`src/rtl/fnebb_pkg.sv`:
```
// Shared types, constants and helpers of the four-neighbor erosion bounding-box unit.
package fnebb_pkg;

	localparam int COLS_W     = 6;
	localparam int ROWS_W     = 9;
	localparam int CFG_W      = 9;
	localparam int CFG_IDX_W  = 1;
	localparam int ROW_OUT_W  = 8;
	localparam int COL_OUT_W  = 5;
	localparam int IN_DATA_W  = 8;
	localparam int OUT_DATA_W = 40;
	localparam int SEA_LIMIT  = 3;

	localparam int DEF_MAX_COLS = 32;
	localparam int DEF_MAX_ROWS = 256;

	localparam logic [COLS_W-1:0] COLS_RESET = 6'd32;
	localparam logic [ROWS_W-1:0] ROWS_RESET = 9'd256;

	typedef enum logic [CFG_IDX_W-1:0] {
		REG_IMAGE_COLS = 1'b0,
		REG_IMAGE_ROWS = 1'b1
	} cfg_reg_t;

	// pixel and its three stored neighbors around the read column
	typedef struct packed {
		logic center;
		logic up;
		logic left;
		logic right;
	} nbhd_t;

	// line store write strobe
	typedef struct packed {
		logic en;
		logic pix;
		logic row_end;
	} line_wr_t;

	function automatic int col_w(input int max_cols);
		return (max_cols > 1) ? $clog2(max_cols) : 1;
	endfunction

endpackage

```
`src/rtl/fnebb_in_reg.sv`:
```
// Input register stage: holds one incoming pixel until the core takes it.
module fnebb_in_reg (
	input  logic                           clk,
	input  logic                           arst_n,
	input  logic                           s_tvalid,
	output logic                           s_tready,
	input  logic [fnebb_pkg::IN_DATA_W-1:0] s_tdata,
	input  logic                           take,
	output logic                           valid_s1,
	output logic                           land_s1
);
	import fnebb_pkg::*;

	assign s_tready = !valid_s1 || take;

	always_ff @(posedge clk or negedge arst_n) begin
		if (!arst_n) begin
			valid_s1 <= 1'b0;
		end else if (s_tready) begin
			valid_s1 <= s_tvalid;
		end
	end

	always_ff @(posedge clk) begin
		if (s_tvalid && s_tready) begin
			land_s1 <= s_tdata[0];
		end
	end

endmodule

```
`src/rtl/fnebb_lines.sv`:
```
// Line store: current, previous and second previous image rows, with neighborhood fetch.
module fnebb_lines #(
	parameter int MAX_COLS = fnebb_pkg::DEF_MAX_COLS
) (
	input  logic                                   clk,
	input  fnebb_pkg::line_wr_t                    wr,
	input  logic [fnebb_pkg::col_w(MAX_COLS)-1:0]  col,
	output fnebb_pkg::nbhd_t                       nb
);
	import fnebb_pkg::*;

	localparam int CW = col_w(MAX_COLS);

	logic [MAX_COLS-1:0] cur_q;
	logic [MAX_COLS-1:0] prev1_q;
	logic [MAX_COLS-1:0] prev2_q;
	logic [MAX_COLS-1:0] row_w;
	logic [CW-1:0]       lidx;
	logic [CW-1:0]       ridx;

	always_comb begin
		row_w      = cur_q;
		row_w[col] = wr.pix;
	end

	// edge columns are masked by the core; keep indexes in range
	assign lidx = (col == '0) ? col : col - CW'(1);
	assign ridx = (col == CW'(MAX_COLS - 1)) ? col : col + CW'(1);

	assign nb.center = prev1_q[col];
	assign nb.up     = prev2_q[col];
	assign nb.left   = prev1_q[lidx];
	assign nb.right  = prev1_q[ridx];

	// on the last pixel of a row, advance the finished row into the window
	always_ff @(posedge clk) begin
		if (wr.en) begin
			if (wr.row_end) begin
				prev2_q <= prev1_q;
				prev1_q <= row_w;
			end else begin
				cur_q <= row_w;
			end
		end
	end

endmodule

```
`src/rtl/fnebb_core.sv`:
```
// Core: raster counters, frame flush sequencer, erosion, bounding box and result register.
module fnebb_core #(
	parameter int MAX_COLS = fnebb_pkg::DEF_MAX_COLS,
	parameter int MAX_ROWS = fnebb_pkg::DEF_MAX_ROWS
) (
	input  logic                                   clk,
	input  logic                                   arst_n,
	input  logic                                   cfg_wen,
	input  logic [fnebb_pkg::CFG_IDX_W-1:0]        cfg_index,
	input  logic [fnebb_pkg::CFG_W-1:0]            cfg_wdata,
	input  logic                                   valid_s1,
	input  logic                                   land_s1,
	output logic                                   take,
	output logic [fnebb_pkg::col_w(MAX_COLS)-1:0]  col,
	input  fnebb_pkg::nbhd_t                       nb,
	output fnebb_pkg::line_wr_t                    wr,
	output logic                                   m_tvalid,
	input  logic                                   m_tready,
	output logic [fnebb_pkg::OUT_DATA_W-1:0]       m_tdata,
	output logic                                   m_tlast,
	output logic [0:0]                             m_tuser
);
	import fnebb_pkg::*;

	localparam int CW  = col_w(MAX_COLS);
	localparam int CN  = COLS_W + 1;
	localparam int RN  = ROWS_W + 1;

	logic [COLS_W-1:0] cols_q;
	logic [ROWS_W-1:0] rows_q;
	logic [COLS_W-1:0] eff_cols;
	logic [ROWS_W-1:0] eff_rows;

	logic [ROWS_W-1:0] r_q;
	logic [CW-1:0]     c_q;
	logic [CW-1:0]     k_q;
	logic              flush_q;

	logic              seen_q;
	logic [ROWS_W-1:0] top_q;
	logic [ROWS_W-1:0] bot_q;
	logic [CW-1:0]     lft_q;
	logic [CW-1:0]     rgt_q;

	logic              seen_n;
	logic [ROWS_W-1:0] top_n;
	logic [ROWS_W-1:0] bot_n;
	logic [CW-1:0]     lft_n;
	logic [CW-1:0]     rgt_n;

	logic                 out_valid_q;
	logic                 out_land_q;
	logic [ROW_OUT_W-1:0] out_row_q;
	logic [COL_OUT_W-1:0] out_col_q;
	logic                 out_last_q;
	logic                 out_empty_q;
	logic [ROW_OUT_W-1:0] out_top_q;
	logic [ROW_OUT_W-1:0] out_bottom_q;
	logic [COL_OUT_W-1:0] out_left_q;
	logic [COL_OUT_W-1:0] out_right_q;

	logic              last_col;
	logic              last_row;
	logic              final_px;
	logic              flush_last;
	logic              out_free;
	logic              flush_go;
	logic              need_out;
	logic              emit;
	logic              frame_last;
	logic [ROWS_W-1:0] erow;
	logic              top_edge;
	logic              left_edge;
	logic              right_edge;
	logic              down;
	logic [2:0]        sea;
	logic              keep;

	// zero means one; saturate at the build limits
	always_comb begin
		if (cols_q == '0) begin
			eff_cols = COLS_W'(1);
		end else if (int'(cols_q) > MAX_COLS) begin
			eff_cols = COLS_W'(MAX_COLS);
		end else begin
			eff_cols = cols_q;
		end
		if (rows_q == '0) begin
			eff_rows = ROWS_W'(1);
		end else if (int'(rows_q) > MAX_ROWS) begin
			eff_rows = ROWS_W'(MAX_ROWS);
		end else begin
			eff_rows = rows_q;
		end
	end

	assign last_col   = (CN'(c_q) + CN'(1)) == CN'(eff_cols);
	assign last_row   = (RN'(r_q) + RN'(1)) == RN'(eff_rows);
	assign final_px   = last_row && last_col;
	assign flush_last = (CN'(k_q) + CN'(1)) == CN'(eff_cols);

	assign out_free   = !out_valid_q || m_tready;
	assign flush_go   = flush_q && out_free;
	assign need_out   = (r_q != '0);
	assign take       = valid_s1 && !flush_q && (!need_out || out_free);
	assign emit       = flush_go || (take && need_out);
	assign frame_last = flush_q && flush_last;

	// normal items emit the row above; the flush walks the final row
	assign col        = flush_q ? k_q : c_q;
	assign erow       = flush_q ? r_q : r_q - ROWS_W'(1);
	assign top_edge   = (erow == '0);
	assign down       = flush_q ? 1'b0 : land_s1;
	assign left_edge  = (col == '0);
	assign right_edge = (CN'(col) + CN'(1)) >= CN'(eff_cols);

	assign sea  = 3'(top_edge || !nb.up) + 3'(!down) + 3'(left_edge || !nb.left)
		+ 3'(right_edge || !nb.right);
	assign keep = nb.center && (int'(sea) < SEA_LIMIT);

	assign wr.en      = take;
	assign wr.pix     = land_s1;
	assign wr.row_end = last_col;

	always_comb begin
		seen_n = seen_q;
		top_n  = top_q;
		bot_n  = bot_q;
		lft_n  = lft_q;
		rgt_n  = rgt_q;
		if (emit && keep) begin
			seen_n = 1'b1;
			if (!seen_q) begin
				top_n = erow;
				bot_n = erow;
				lft_n = col;
				rgt_n = col;
			end else begin
				if (erow < top_q) top_n = erow;
				if (erow > bot_q) bot_n = erow;
				if (col < lft_q) lft_n = col;
				if (col > rgt_q) rgt_n = col;
			end
		end
	end

	always_ff @(posedge clk or negedge arst_n) begin
		if (!arst_n) begin
			cols_q      <= COLS_RESET;
			rows_q      <= ROWS_RESET;
			r_q         <= '0;
			c_q         <= '0;
			k_q         <= '0;
			flush_q     <= 1'b0;
			seen_q      <= 1'b0;
			top_q       <= '0;
			bot_q       <= '0;
			lft_q       <= '0;
			rgt_q       <= '0;
			out_valid_q <= 1'b0;
		end else begin
			if (out_free) begin
				out_valid_q <= emit;
			end
			if (cfg_wen) begin
				case (cfg_reg_t'(cfg_index))
					REG_IMAGE_COLS: cols_q <= cfg_wdata[COLS_W-1:0];
					REG_IMAGE_ROWS: rows_q <= cfg_wdata[ROWS_W-1:0];
					default: ;
				endcase
				// restart the frame; the line store is kept
				r_q     <= '0;
				c_q     <= '0;
				k_q     <= '0;
				flush_q <= 1'b0;
				seen_q  <= 1'b0;
				top_q   <= '0;
				bot_q   <= '0;
				lft_q   <= '0;
				rgt_q   <= '0;
			end else begin
				// the frame end clears the box below instead
				if (emit && !frame_last) begin
					seen_q <= seen_n;
					top_q  <= top_n;
					bot_q  <= bot_n;
					lft_q  <= lft_n;
					rgt_q  <= rgt_n;
				end
				if (take) begin
					if (final_px) begin
						flush_q <= 1'b1;
						k_q     <= '0;
					end else if (last_col) begin
						c_q <= '0;
						r_q <= r_q + ROWS_W'(1);
					end else begin
						c_q <= c_q + CW'(1);
					end
				end
				if (flush_go) begin
					if (flush_last) begin
						flush_q <= 1'b0;
						r_q     <= '0;
						c_q     <= '0;
						seen_q  <= 1'b0;
						top_q   <= '0;
						bot_q   <= '0;
						lft_q   <= '0;
						rgt_q   <= '0;
					end else begin
						k_q <= k_q + CW'(1);
					end
				end
			end
		end
	end

	always_ff @(posedge clk) begin
		if (emit) begin
			out_land_q  <= keep;
			out_row_q   <= ROW_OUT_W'(erow);
			out_col_q   <= COL_OUT_W'(col);
			out_last_q  <= frame_last;
			out_empty_q <= frame_last && !seen_n;
			if (frame_last && seen_n) begin
				out_top_q    <= ROW_OUT_W'(top_n);
				out_bottom_q <= ROW_OUT_W'(bot_n);
				out_left_q   <= COL_OUT_W'(lft_n);
				out_right_q  <= COL_OUT_W'(rgt_n);
			end else begin
				out_top_q    <= '0;
				out_bottom_q <= '0;
				out_left_q   <= '0;
				out_right_q  <= '0;
			end
		end
	end

	assign m_tvalid   = out_valid_q;
	assign m_tdata    = {out_right_q, out_left_q, out_bottom_q, out_top_q,
		out_col_q, out_row_q, out_land_q};
	assign m_tlast    = out_last_q;
	assign m_tuser[0] = out_empty_q;

endmodule

```
`src/rtl/four_neighbour_erosion_bbox_unit.sv`:
```
// Top level of the four-neighbor binary erosion unit with bounding box.
//
//  channel   dir  payload                                       handshake
//  s_*       in   tdata[0] land_in                              tvalid/tready
//  m_*       out  tdata land_out..box_right, tlast, tuser       tvalid/tready
//  cfg_*     in   cfg_index, cfg_wdata                          cfg_wen
//
// One pixel item per cycle while the output is not stalled and no flush runs; a result
// passes the input register and then the result register before it reaches m_*.
// The last pixel of a frame starts a flush that emits the final row, one item per column;
// input is held off during it, set by the single flush sequencer in the core.
// Reset clears counters, box, flush state and the output valid; the line store is not reset.
// A stalled output holds its item; the input register keeps accepting while it has room.
module four_neighbour_erosion_bbox_unit #(
	parameter int MAX_COLS = fnebb_pkg::DEF_MAX_COLS,
	parameter int MAX_ROWS = fnebb_pkg::DEF_MAX_ROWS
) (
	input  logic                             clk,
	input  logic                             arst_n,
	input  logic                             s_tvalid,
	output logic                             s_tready,
	input  logic [fnebb_pkg::IN_DATA_W-1:0]  s_tdata,   // [0] land_in, rest zero
	output logic                             m_tvalid,
	input  logic                             m_tready,
	// [0] land_out, [8:1] pix_row, [13:9] pix_col, [21:14] box_top,
	// [29:22] box_bottom, [34:30] box_left, [39:35] box_right
	output logic [fnebb_pkg::OUT_DATA_W-1:0] m_tdata,
	output logic                             m_tlast,   // frame_end
	output logic [0:0]                       m_tuser,   // [0] box_empty
	input  logic                             cfg_wen,
	input  logic [fnebb_pkg::CFG_IDX_W-1:0]  cfg_index,
	input  logic [fnebb_pkg::CFG_W-1:0]      cfg_wdata
);
	import fnebb_pkg::*;

	localparam int CW = col_w(MAX_COLS);

	logic          take;
	logic          valid_s1;
	logic          land_s1;
	logic [CW-1:0] col;
	nbhd_t         nb;
	line_wr_t      wr;

	fnebb_in_reg u_in_reg (
		.clk      (clk),
		.arst_n   (arst_n),
		.s_tvalid (s_tvalid),
		.s_tready (s_tready),
		.s_tdata  (s_tdata),
		.take     (take),
		.valid_s1 (valid_s1),
		.land_s1  (land_s1)
	);

	fnebb_lines #(
		.MAX_COLS (MAX_COLS)
	) u_lines (
		.clk (clk),
		.wr  (wr),
		.col (col),
		.nb  (nb)
	);

	fnebb_core #(
		.MAX_COLS (MAX_COLS),
		.MAX_ROWS (MAX_ROWS)
	) u_core (
		.clk       (clk),
		.arst_n    (arst_n),
		.cfg_wen   (cfg_wen),
		.cfg_index (cfg_index),
		.cfg_wdata (cfg_wdata),
		.valid_s1  (valid_s1),
		.land_s1   (land_s1),
		.take      (take),
		.col       (col),
		.nb        (nb),
		.wr        (wr),
		.m_tvalid  (m_tvalid),
		.m_tready  (m_tready),
		.m_tdata   (m_tdata),
		.m_tlast   (m_tlast),
		.m_tuser   (m_tuser)
	);

endmodule

```
`config.mk`:
```
export PLATFORM = sky130hd
export DESIGN_NAME = four_neighbour_erosion_bbox_unit
export DESIGN_NICKNAME = d
export VERILOG_FILES = /design/src/rtl/fnebb_pkg.sv /design/src/rtl/fnebb_in_reg.sv /design/src/rtl/fnebb_lines.sv /design/src/rtl/fnebb_core.sv /design/src/rtl/four_neighbour_erosion_bbox_unit.sv
export SDC_FILE = /design/constraint.sdc
export NUM_CORES = 1
export LEC_CHECK = 0
export BUFFER_PORTS_ARGS = -buffer_cell sky130_fd_sc_hd__buf_4
export CAP_MARGIN = 10
export CELL_PAD_IN_SITES_DETAIL_PLACEMENT = 0
export CELL_PAD_IN_SITES_GLOBAL_PLACEMENT = 1
export CORE_MARGIN = 4
export CORE_UTILIZATION = 45
export DETAILED_ROUTE_END_ITERATION = 10
export PLACE_DENSITY = 0.8
export SETUP_SLACK_MARGIN = 0.02
export SLEW_MARGIN = 15
export SYNTH_ARGS = -nofsm -noshare
export SYNTH_HDL_FRONTEND = slang
export SYNTH_HIERARCHICAL = 1
export SYNTH_SLANG_ARGS = --single-unit
```
`constraint.sdc`:
```
create_clock -name clk -period 6.9 [get_ports clk]
set_clock_uncertainty 0.05 [all_clocks]
set_input_delay 0.345 -clock clk [delete_from_list [all_inputs] [get_ports clk]]
set_output_delay 0.345 -clock clk [all_outputs]
set_load 0.02 [all_outputs]
```
==> results of run 1 <==
cell usage after synthesis, types with 11 or more instances:
library cell | n | area share
sky130_fd_sc_hd__a21o_1 | 16 | 0.010
sky130_fd_sc_hd__buf_2 | 21 | 0.0090
sky130_fd_sc_hd__nand2b_1 | 13 | 0.0070
sky130_fd_sc_hd__nor3_1 | 21 | 0.0090
sky130_fd_sc_hd__inv_1 | 56 | 0.018
sky130_fd_sc_hd__clkbuf_1 | 27 | 0.0087
sky130_fd_sc_hd__mux4_2 | 21 | 0.040
sky130_fd_sc_hd__ha_1 | 45 | 0.048
sky130_fd_sc_hd__edfxtp_1 | 139 | 0.36
sky130_fd_sc_hd__dfrtp_1 | 64 | 0.14
sky130_fd_sc_hd__a21oi_1 | 31 | 0.013
sky130_fd_sc_hd__mux2_2 | 49 | 0.047
sky130_fd_sc_hd__nand2_1 | 50 | 0.016
sky130_fd_sc_hd__xnor2_1 | 29 | 0.022
sky130_fd_sc_hd__a211oi_1 | 26 | 0.017
sky130_fd_sc_hd__nand3_1 | 40 | 0.017
sky130_fd_sc_hd__mux2i_1 | 46 | 0.039
sky130_fd_sc_hd__nor2b_1 | 15 | 0.0080
sky130_fd_sc_hd__nand4_1 | 11 | 0.0059
sky130_fd_sc_hd__o21ai_0 | 38 | 0.016
sky130_fd_sc_hd__o31ai_1 | 12 | 0.0077
sky130_fd_sc_hd__nor2_1 | 78 | 0.025
worst min-delay path by stage:
stage          cells past startpoint                to
2_1_floorplan                      0   u_core/bot_q[0]
3_3_place_gp                       1  u_core/rows_q[0]
3_5_place_dp                       1  u_core/cols_q[0]
4_1_cts                            3  u_core/cols_q[5]
5_1_grt                            2  u_core/rows_q[3]
6_report                           3  u_core/cols_q[5]
cell families after synthesis:
| logic type | after synthesis | share of synthesized area |
|---|---|---|
| AND/OR/NAND/NOR | 289 | 0.131 |
| flip-flops | 205 | 0.498 |
| adder cells (fa/ha/maj) | 46 | 0.0499 |
| buffers and inverters | 121 | 0.0447 |
| XOR/XNOR | 40 | 0.0341 |
| AO/OA/AOI/OAI | 191 | 0.115 |
| multiplexers | 116 | 0.127 |
layout make-up:
type / instances / share of cell area
sequential: 205 / 0.438
clock buffer: 29 / 0.0457
tap: 330 / 0.0310
timing repair buffer: 96 / 0.0562
multi-input combinational: 682 / 0.403
clock inverter: 13 / 0.00884
inverter: 60 / 0.0169
per-stage QoR:
step                worst slack, ns   util  hold WS, ns
CTS                           0.696  0.523      0.00299
global route                  0.188  0.524      0.00820
floorplan                     0.392      -    -0.000591
global placement              0.810  0.492        0.449
finish                        0.676  0.524       0.0155
detailed placement            0.720  0.492        0.456
power by group through the flow:
stage	Clock, mW	Sequential [mW]	Combinational [mW]
3_5_place_dp	0	1.45	0.565
3_3_place_gp	0	1.45	0.556
6_report	1.18	1.43	0.571
2_1_floorplan	0	1.44	0.426
5_1_grt	1.27	1.43	0.633
4_1_cts	1.21	1.43	0.570
critical path: cells and delay by family (launching register included):
family | cells | cell delay, ns
adder cells (fa/ha/maj) | 4 | 1.36
buffers and inverters | 6 | 0.88
AND/OR/NAND/NOR | 3 | 0.79
AO/OA/AOI/OAI | 7 | 1.69
flip-flops | 1 | 0.56
multiplexers | 2 | 0.69
registers in the layout, summed over array words and instances (netlist names), 9 cells and up:
signal	cells
u_core/bot_q	9
u_core/r_q	9
u_core/rows_q	9
u_core/top_q	9
u_lines/cur_q	32
u_lines/prev1_q	32
u_lines/prev2_q	32
metal layers:
layer	GRT usage	up-vias
li1	-	3890
met1	0.277	4046
met2	0.287	195
met3	0.0233	32
met4	0.0431	0
met5	0	-
repair_timing:
| action | CTS | global route |
|---|---|---|
| hold buffers | 6 | 0 |
| gates resized for setup | 0 | 0 |
| hold endpoints to repair | 69 | 0 |
==> impl_metrics.sql, run 1 <==
INSERT INTO impl_metrics (metric_group, metric, value, unit) VALUES
('grt', 'global_route_wire_length_before_repair', '43300', 'um'),
('power_and_ir_drop', 'seq_power_share', '0.448', ''),
('drt', 'route.detailed.vias_per_inst', '5.77', ''),
('floorplanning', 'initial_core_util', '0.460', ''),
('setup_path', 'cp-endpoint', 'u_core/out_bottom_q[4]', ''),
('place', 'routabilityCongestion', '0.870', ''),
('setup_path', 'critical_path_class', 'reg -> reg', ''),
('sta', 'max_slew_margin_vs_limit', '0.188', ''),
('sta', 'period_share', '0.902', ''),
('min_path', 'hold_path_startpoint', 'cfg_wdata[5]', ''),
('sta', 'worst_slew_pin_slew', '1.22', 'ns'),
('place', 'placement.cell_area', '0.0125', 'mm^2'),
('synthesis', 'post_synth_instance_area', '0.0117', 'mm^2'),
('cells_and_area', 'area_growth', '13.7', '%'),
('cells_and_area', 'final_layout_size_suffix_gt1_frac', '0.208', ''),
('cells_and_area', 'nFillCells', '2229', ''),
('floorplanning', 'num_io_pins', '67', ''),
('cells_and_area', 'ff_latch_area', '0.00583', 'mm^2'),
('clock_network', 'cts_sinks', '205', ''),
('drt', 'met3WireLength', '1390', 'um'),
('outcome', 'outcome', 'finished clean', ''),
('drt', 'route.detailed.wl_per_inst', '18.8', 'um'),
('synthesis', 'postSynthRegisterBits', '205', ''),
('sta', 'grt_setup_unrepaired', 'false', ''),
('place', 'dp_hpwl', '18200', 'um'),
('synthesis', 'synth_nets', '1077', ''),
('power_and_ir_drop', 'static-leakage-power', '4.82', 'nW'),
('synthesis', 'synth_sequential_area_ratio', '0.498', ''),
('drt', 'drt_first_iter_violations', '676', ''),
('setup_path', 'timing.rr.end', 'u_core/out_bottom_q[4]', ''),
('synthesis', 'synth_flop_cell', 'sky130_fd_sc_hd__edfxtp_1', ''),
('cells_and_area', 'insertedDiodeCount', '0', ''),
('drt', 'met1_wl', '12800', 'um'),
('cells_and_area', 'fin_nets', '1137', ''),
('setup_path', 'critical_path_arrival', '6.50', 'ns'),
('synthesis', 'yosysUniqueCellTypes', '90', ''),
('power_and_ir_drop', 'total_switching_power', '0.851', 'mW'),
('grt', 'grt_overflow', '0', ''),
('sta', 'final_setup_violating_endpoints', '0', ''),
('power_and_ir_drop', 'power.share.switching', '0.268', ''),
('clock_network', 'cts.root.buffer_cell', 'sky130_fd_sc_hd__clkbuf_16', ''),
('setup_path', 'timing.critical_path.to_type', 'register', ''),
('clock_network', 'clock_tree.buffer_depth', '3', ''),
('power_and_ir_drop', 'ir_drop', '0.000187', 'V'),
('setup_path', 'start_kind', 'register', ''),
('place', 'io_buffer_count', '59', ''),
('drt', 'route.antenna.remaining_nets', '0', ''),
('drt', 'highest_layer', 'met4', ''),
('grt', 'first_global_vias', '7888', ''),
('drt', 'via_count', '8163', ''),
('synthesis', 'syn_avg_cell_area', '11.6', 'um^2'),
('setup_path', 'crit_path_top_delay_cell', 'sky130_fd_sc_hd__dfrtp_1', ''),
('clock_network', 'cts-htree-levels', '1', ''),
('sta', 'drv_slew', '0', ''),
('sta', 'finalHoldViolations', '0', ''),
('power_and_ir_drop', 'overall_power_consumption', '3.18', 'mW'),
('cells_and_area', 'area_of_the_multi_input_gates', '0.00536', 'mm^2'),
('synthesis', 'synth-async-reset-ratio', '0.322', ''),
('setup_path', 'crit_fanout', '16', ''),
('grt', 'antenna_violations_before_repair', '0', ''),
('setup_path', 'slowest_delay', '0.56', 'ns'),
('flow_run', 'maxCapViolations', '0', ''),
('cells_and_area', 'layout_commonest_cell', 'sky130_fd_sc_hd__edfxtp_1', ''),
('place', 'numPlacedInstances', '1366', ''),
('setup_path', 'cp_cell_sequence', 'mux2i_1 -> buf_4 -> inv_1 -> clkinv_1 -> buf_4 -> ha_1 -> mux4_2 -> and3_1 -> or4_1 -> o31ai_1 -> a211oi_1 -> and3b_1 -> fa_1 -> inv_1 -> ha_1 -> ha_1 -> a211oi_1 -> o211ai_2 -> a21oi_1 -> o21ai_1 -> buf_4 -> a211oi_1', ''),
('power_and_ir_drop', 'comb_power_share', '0.180', ''),
('clock_network', 'insertion_delay', '0.52', 'ns'),
('setup_path', 'worst-r2r-setup-slack', '0.68', 'ns'),
('floorplanning', 'core.rowCount', '58', ''),
('sta', 'maxClockFrequency', '161', 'MHz'),
('clock_network', 'numCtsBuffers', '23', '');
(Power assumes the default switching activity.)
==> run 2: changes to the inputs <==
--- a/config.mk
+++ b/config.mk
@@ -12,7 +12,7 @@
 export CORE_MARGIN = 4
 export CORE_UTILIZATION = 45
 export DETAILED_ROUTE_END_ITERATION = 10
-export PLACE_DENSITY = 0.8
+export PLACE_DENSITY_LB_ADDON = 0.1
 export SETUP_SLACK_MARGIN = 0.02
 export SLEW_MARGIN = 15
 export SYNTH_ARGS = -nofsm -noshare
==> impl_metrics.sql, run 2 (synthesized netlist as in run 1, its figures left out) <==
INSERT INTO impl_metrics (metric_group, metric, value, unit) VALUES
('clock_network', 'numCtsBuffers', '24', ''),
('sta', 'timing.final.ws_setup', '0.503', 'ns'),
('floorplanning', 'core.rowCount', '58', ''),
('sta', 'max_slew_margin_vs_limit', '0.401', ''),
('sta', 'maxClockFrequency', '156', 'MHz'),
('place', 'numPlacedInstances', '1370', ''),
('place', 'routabilityCongestion', '0.869', ''),
('power_and_ir_drop', 'ir_drop', '0.000168', 'V'),
('power_and_ir_drop', 'static-leakage-power', '4.92', 'nW'),
('sta', 'worst_slew_pin_slew', '0.899', 'ns'),
('drt', 'met3WireLength', '1370', 'um'),
('power_and_ir_drop', 'power-per-cell-area', '252', 'mW/mm^2'),
('clock_network', 'cts_repair_resize_count', '0', ''),
('grt', 'global_route_wire_length_before_repair', '45700', 'um'),
('setup_path', 'critical_path_arrival', '6.76', 'ns'),
('grt', 'antenna_violations_before_repair', '0', ''),
('cells_and_area', 'ff_latch_area', '0.00583', 'mm^2'),
('cells_and_area', 'insertedDiodeCount', '0', ''),
('floorplanning', 'die_w', '169', 'um'),
('cells_and_area', 'fin_nets', '1143', ''),
('setup_path', 'critical_path_class', 'reg -> reg', ''),
('grt', 'grt_overflow', '0', ''),
('floorplanning', 'core-area', '0.0254', 'mm^2'),
('setup_path', 'start_kind', 'register', ''),
('setup_path', 'slowest_delay', '0.58', 'ns'),
('clock_network', 'postcts_setup_bufs', '0', ''),
('place', 'pre_cts_slack', '0.519', 'ns'),
('setup_path', 'crit_buf_inv', '5', ''),
('cells_and_area', 'biggest_registers_after_layout', 'u_lines/cur_q x32, u_lines/prev1_q x32, u_lines/prev2_q x32', ''),
('sta', 'grt_setup_unrepaired', 'false', ''),
('cells_and_area', 'area_of_the_multi_input_gates', '0.00536', 'mm^2'),
('setup_path', 'timing.critical_path.to_type', 'register', ''),
('place', 'io_buffer_count', '59', ''),
('setup_path', 'required', '7.27', 'ns'),
('sta', 'finalHoldViolations', '0', ''),
('outcome', 'outcome', 'finished clean', ''),
('cells_and_area', 'area_growth', '15.5', '%'),
('cells_and_area', 'layout_commonest_cell', 'sky130_fd_sc_hd__edfxtp_1', ''),
('drt', 'route.detailed.wl_per_inst', '19.6', 'um'),
('setup_path', 'cp_cell_sequence', 'buf_4 -> mux2i_1 -> inv_1 -> buf_4 -> nand2_1 -> a21oi_1 -> nor2_1 -> a22oi_1 -> a211oi_1 -> a211oi_1 -> and3b_1 -> fa_1 -> inv_1 -> ha_1 -> ha_1 -> a211oi_1 -> o211ai_2 -> a21oi_1 -> o21ai_1 -> buf_4 -> or2_1 -> o21ai_0', ''),
('drt', 'iteration_count_of_the_initial_detailed_routing_pass', '5', ''),
('cells_and_area', 'final_layout_size_suffix_gt1_frac', '0.220', ''),
('sta', 'final.min_clock_period', '6.40', 'ns'),
('sta', 'setup_total_negative_slack', '0', 'ns'),
('sta', 'timing.hold.ws', '0.0276', 'ns'),
('drt', 'highest_layer', 'met4', ''),
('clock_network', 'cts.root.buffer_cell', 'sky130_fd_sc_hd__clkbuf_16', ''),
('drt', 'route.antenna.remaining_nets', '0', ''),
('floorplanning', 'num_io_pins', '67', ''),
('drt', 'route.detailed.vias_per_inst', '5.70', ''),
('setup_path', 'worst-r2r-setup-slack', '0.50', 'ns'),
('floorplanning', 'chipHeight', '169', 'um'),
('cells_and_area', 'stdcell_count', '1422', ''),
('clock_network', 'cts_tree', 'built', ''),
('grt', 'track_usage', '0.197', ''),
('flow_run', 'maxCapViolations', '0', ''),
('drt', 'drt_first_iter_violations', '644', ''),
('floorplanning', 'floorplan.die_area', '0.0286', 'mm^2'),
('setup_path', 'crit_fanout', '26', ''),
('cells_and_area', 'most-common-layout-cells', '139 x sky130_fd_sc_hd__edfxtp_1, 93 x sky130_fd_sc_hd__buf_4, 78 x sky130_fd_sc_hd__nor2_1', ''),
('drt', 'postRouteWirelength', '27900', 'um'),
('place', 'dp_hpwl', '19100', 'um'),
('min_path', 'worstHoldPathType', 'in -> reg', ''),
('grt', 'first_global_vias', '7981', ''),
('sta', 'period_share', '0.927', ''),
('floorplanning', 'initial_core_util', '0.460', ''),
('power_and_ir_drop', 'overall_power_consumption', '3.40', 'mW'),
('drt', 'met2_wirelength', '11900', 'um'),
('sta', 'drv_slew', '0', ''),
('drt', 'met1_wl', '14200', 'um'),
('clock_network', 'clock_tree.buffer_depth', '3', ''),
('sta', 'final_setup_violating_endpoints', '0', ''),
('clock_network', 'clkSlewWorstSetupHoldPaths', '0.06', 'ns'),
('drt', 'via_count', '8109', ''),
('clock_network', 'cts_sinks', '205', ''),
('clock_network', 'cts-htree-levels', '1', ''),
('cells_and_area', 'nFillCells', '2282', ''),
('drt', 'drc_errors', '0', ''),
('setup_path', 'cpLargestDelayFamily', 'compound AO/OA/AOI/OAI gates', ''),
('setup_path', 'crit_path_top_delay_cell', 'sky130_fd_sc_hd__mux2i_1', ''),
('grt', 'largest_net_degree_at_the_start_of_global_routing', '67', ''),
('clock_network', 'insertion_delay', '0.51', 'ns');
==> run 2: cell count changes in the layout (fill, tap and decap cells not counted), sizes merged <==
| cell | previous run | this run |
|---|---|---|
| clkinvlp | 0 | 1 |
| buf | 90 | 95 |
| clkinv | 11 | 9 |
| bufinv | 2 | 5 |
==> run 2: cell type report <==
cell class              instances  share of cell area
clock inverters                15              0.0157
flip-flops and latches        205               0.431
inverters                      60              0.0167
well taps                     330              0.0306
clock buffers                  29              0.0496
multi-input cells             682               0.396
repair buffers                101              0.0596
==> run 2: worst paths after layout <==
check                                     start               end  cells after the start
worst max-delay path             u_core/flush_q   u_core/bot_q[6]                     22
worst min register to register  u_core/bot_q[3]   u_core/bot_q[3]                      2
worst max register to register   u_core/flush_q   u_core/bot_q[6]                     22
max in group asynchronous                arst_n   u_core/bot_q[7]                      2
min in group asynchronous                arst_n     u_core/r_q[3]                      2
worst min-delay path               cfg_wdata[3]  u_core/cols_q[3]                      2
==> run 2: per-layer routing <==
layer,global-route usage,up-vias
met4,0.0364,0
met1,0.322,4000
met2,0.283,184
met3,0.0228,28
met5,0,-
li1,-,3897
==> run 2: per-stage QoR <==
stage               utilization  cell area [um^2]
global placement          0.493             12500
global route              0.532             13500
detailed placement        0.493             12500
CTS                       0.530             13500
floorplan                     -             11700
finish                    0.532             13500
==> run 2: where the power goes <==
group          total (mW)  internal [mW]  switching (mW)
sequential           1.43           1.39          0.0406
combinational       0.580          0.248           0.332
clock                1.40          0.881           0.518
total                3.40           2.51           0.890
==> run 2: repair_timing <==
action,4_1_cts,5_1_grt
hold buffers,6,0
setup endpoints to repair,0,0
endpoints found under the hold margin,69,0
==> run 3: changes to the inputs <==
--- a/config.mk
+++ b/config.mk
@@ -17,5 +17,4 @@
 export SLEW_MARGIN = 15
 export SYNTH_ARGS = -nofsm -noshare
 export SYNTH_HDL_FRONTEND = slang
-export SYNTH_HIERARCHICAL = 1
 export SYNTH_SLANG_ARGS = --single-unit
==> impl_metrics.sql, run 3 <==
INSERT INTO impl_metrics (metric_group, metric, value, unit) VALUES
('cells_and_area', 'layout_commonest_cell', 'sky130_fd_sc_hd__nand2_1', ''),
('cells_and_area', 'biggest_registers_after_layout', 'u_lines.cur_q x32, u_lines.prev1_q x32, u_lines.prev2_q x32', ''),
('cells_and_area', 'area_of_the_multi_input_gates', '0.00576', 'mm^2'),
('sta', 'max_slew_margin_vs_limit', '0.315', ''),
('floorplanning', 'initial_core_util', '0.461', ''),
('grt', 'global_route_wire_length_before_repair', '48900', 'um'),
('sta', 'period_share', '0.929', ''),
('place', 'dp_hpwl', '21600', 'um'),
('power_and_ir_drop', 'internal-power', '2.43', 'mW'),
('sta', 'setup_total_negative_slack', '0', 'ns'),
('outcome', 'outcome', 'finished clean', ''),
('cells_and_area', 'nFillCells', '2361', ''),
('setup_path', 'critical_path_class', 'reg -> reg', ''),
('drt', 'via_count', '8844', ''),
('clock_network', 'clkSlewWorstSetupHoldPaths', '0.06', 'ns'),
('synthesis', 'yosys.cell_count.top_type', 'sky130_fd_sc_hd__nand2_1', ''),
('cells_and_area', 'area_growth', '14.2', '%'),
('cells_and_area', 'insertedDiodeCount', '0', ''),
('cells_and_area', 'fin_util', '0.526', ''),
('clock_network', 'cts_sinks', '205', ''),
('drt', 'iteration_count_of_the_initial_detailed_routing_pass', '5', ''),
('drt', 'drc_errors', '0', ''),
('floorplanning', 'floorplan.die_area', '0.0296', 'mm^2'),
('synthesis', 'syn-instance-count', '1094', ''),
('grt', 'grt_overflow', '0', ''),
('power_and_ir_drop', 'power.share.switching', '0.264', ''),
('clock_network', 'cts.root.buffer_cell', 'sky130_fd_sc_hd__clkbuf_16', ''),
('synthesis', 'synth_flop_cell', 'sky130_fd_sc_hd__edfxtp_1', ''),
('power_and_ir_drop', 'comb_power_share', '0.166', ''),
('power_and_ir_drop', 'seq_power_share', '0.442', ''),
('synthesis', 'postSynthRegisterBits', '205', ''),
('synthesis', 'yosysTopAreaCell', 'sky130_fd_sc_hd__edfxtp_1', ''),
('drt', 'drt_first_iter_violations', '586', ''),
('setup_path', 'critical_path_arrival', '6.75', 'ns'),
('place', 'io_buffer_count', '59', ''),
('drt', 'route.detailed.wl_per_inst', '20.7', 'um'),
('place', 'routabilityCongestion', '0.879', ''),
('setup_path', 'required', '7.24', 'ns'),
('floorplanning', 'core-area', '0.0263', 'mm^2'),
('min_path', 'worstHoldPathType', 'in -> reg', ''),
('sta', 'final.min_clock_period', '6.41', 'ns'),
('floorplanning', 'num_io_pins', '67', ''),
('power_and_ir_drop', 'ir_drop', '0.000161', 'V'),
('setup_path', 'start_kind', 'register', ''),
('cells_and_area', 'ff_latch_area', '0.00583', 'mm^2'),
('floorplanning', 'chipHeight', '172', 'um'),
('cells_and_area', 'most-common-layout-cells', '144 x sky130_fd_sc_hd__nand2_1, 139 x sky130_fd_sc_hd__edfxtp_1, 89 x sky130_fd_sc_hd__buf_4', ''),
('floorplanning', 'core.rowCount', '59', ''),
('setup_path', 'crit_fanout', '26', ''),
('power_and_ir_drop', 'power-per-cell-area', '239', 'mW/mm^2'),
('synthesis', 'synth_edf_count', '139', ''),
('synthesis', 'synth_top_area_frac', '0.345', ''),
('clock_network', 'clock_tree.buffer_depth', '3', ''),
('sta', 'final_setup_violating_endpoints', '0', ''),
('drt', 'route.detailed.vias_per_inst', '5.89', ''),
('synthesis', 'yosysUniqueCellTypes', '83', ''),
('power_and_ir_drop', 'clkPwrFrac', '0.392', ''),
('clock_network', 'cts_tree', 'built', ''),
('synthesis', 'ys_warn_count', '0', ''),
('synthesis', 'synth-async-reset-ratio', '0.322', ''),
('synthesis', 'syn_avg_cell_area', '11.1', 'um^2'),
('power_and_ir_drop', 'static-leakage-power', '5.30', 'nW'),
('flow_run', 'maxCapViolations', '0', ''),
('synthesis', 'synth_nets', '1164', ''),
('clock_network', 'insertion_delay', '0.51', 'ns'),
('grt', 'largest_net_degree_at_the_start_of_global_routing', '67', ''),
('synthesis', 'post_synth_main_area_contributors', 'sky130_fd_sc_hd__edfxtp_1 34%, sky130_fd_sc_hd__dfrtp_1 13%, sky130_fd_sc_hd__ha_1 4.8%', ''),
('cells_and_area', 'fin_nets', '1221', ''),
('sta', 'grt_setup_unrepaired', 'false', ''),
('cells_and_area', 'final_layout_size_suffix_gt1_frac', '0.193', ''),
('grt', 'first_global_vias', '8358', ''),
('floorplanning', 'die_w', '172', 'um'),
('drt', 'postRouteWirelength', '31100', 'um'),
('setup_path', 'timing.critical_path.to_type', 'register', ''),
('synthesis', 'synth_sequential_area_ratio', '0.481', ''),
('grt', 'antenna_violations_before_repair', '0', ''),
('power_and_ir_drop', 'total_switching_power', '0.872', 'mW'),
('sta', 'maxClockFrequency', '156', 'MHz'),
('clock_network', 'cts-htree-levels', '1', ''),
('sta', 'finalHoldViolations', '0', ''),
('clock_network', 'postcts_setup_bufs', '0', ''),
('sta', 'worst_slew_pin_slew', '1.02', 'ns'),
('synthesis', 'netlist_top_cells_count', '144 x sky130_fd_sc_hd__nand2_1, 139 x sky130_fd_sc_hd__edfxtp_1, 64 x sky130_fd_sc_hd__dfrtp_1, 59 x sky130_fd_sc_hd__inv_1, 47 x sky130_fd_sc_hd__mux2_2', ''),
('sta', 'drv_slew', '0', ''),
('drt', 'route.antenna.remaining_nets', '0', ''),
('synthesis', 'post_synth_instance_area', '0.0121', 'mm^2'),
('clock_network', 'numCtsBuffers', '23', ''),
('grt', 'track_usage', '0.210', '');
==> run 3: kinds of logic after synthesis <==
logic type	Yosys count	synth area share
and+or+nand+nor	355	0.148
AOI/OAI and AO/OA	209	0.126
DFF	205	0.481
buffers and inverters	129	0.0452
muxes	115	0.124
adders and majority gates	47	0.0492
xor gates and xnor gates	34	0.0271
==> run 3: routing by layer <==
metal,vias up,wire length (um),global-route usage
li1,4220,-,-
met1,4367,15200,0.319
met2,211,13900,0.323
met3,46,1410,0.0277
met4,0,637,0.0448
met5,-,0,0
==> run 3: cell type report <==
type / instances / area share
Timing Repair Buffer: 99 / 0.0575
Tap cell: 335 / 0.0303
Clock buffer: 23 / 0.0416
Clock inverter: 17 / 0.0158
Multi-Input combinational cell: 760 / 0.417
Inverter: 62 / 0.0168
Sequential cell: 205 / 0.421
==> run 3: final timing paths <==
path | startpoint | to | slack (ns) | cells past startpoint
setup / recovery | u_core.flush_q | u_core.top_q[1] | 0.49 | 22
hold / removal | cfg_wdata[1] | u_core.rows_q[1] | 0.03 | 2
setup reg to reg | u_core.flush_q | u_core.top_q[1] | 0.49 | 22
hold reg to reg | u_core.top_q[8] | u_core.top_q[8] | 0.48 | 2
max in group asynchronous | arst_n | u_core.cols_q[3] | 5.73 | 2
min in group asynchronous | arst_n | u_core.top_q[4] | 0.46 | 2
==> run 3: power by group through the flow <==
stage,sequential (mW),combinational [mW],clock (mW)
finish,1.46,0.550,1.29
floorplan,1.47,0.408,0
global route,1.46,0.608,1.37
CTS,1.46,0.553,1.33
detailed placement,1.48,0.547,0
global placement,1.48,0.540,0
==> run 3: timing repair <==
item,in CTS,in global routing
resized for setup,0,0
endpoints found under the hold margin,72,0
hold buffers,8,0
==> run 3: worst max-delay path, stage by stage, from the launching register on <==
cell                       delay, ns
sky130_fd_sc_hd__dfrtp_1        0.73
sky130_fd_sc_hd__mux2i_4        0.34
sky130_fd_sc_hd__inv_2          0.05
sky130_fd_sc_hd__ha_1           0.20
sky130_fd_sc_hd__and2_1         0.21
sky130_fd_sc_hd__nand2_1        0.12
sky130_fd_sc_hd__inv_1          0.05
sky130_fd_sc_hd__ha_1           0.24
sky130_fd_sc_hd__xnor2_1        0.36
sky130_fd_sc_hd__buf_4          0.25
sky130_fd_sc_hd__mux4_1         0.56
sky130_fd_sc_hd__mux4_2         0.48
sky130_fd_sc_hd__mux2i_1        0.26
sky130_fd_sc_hd__a211oi_1       0.12
sky130_fd_sc_hd__fa_1           0.42
sky130_fd_sc_hd__inv_1          0.07
sky130_fd_sc_hd__ha_1           0.22
sky130_fd_sc_hd__a21oi_1        0.18
sky130_fd_sc_hd__and3_1         0.17
sky130_fd_sc_hd__buf_4          0.29
sky130_fd_sc_hd__nand4_1        0.43
sky130_fd_sc_hd__buf_4          0.34
sky130_fd_sc_hd__mux2i_1        0.12
==> run 3: per-stage QoR <==
stage	cells	area [um^2]	power (mW)	setup slack, ns	hold slack, ns
3_5_place_dp	1452	12900	2.03	0.510	0.454
3_3_place_gp	1452	12900	2.02	0.559	0.448
6_report	1501	13800	3.30	0.491	0.0286
4_1_cts	1500	13800	3.34	0.482	0.00506
5_1_grt	1501	13800	3.45	0.0230	0.0136
2_1_floorplan	1094	12100	1.88	0.683	-0.000591
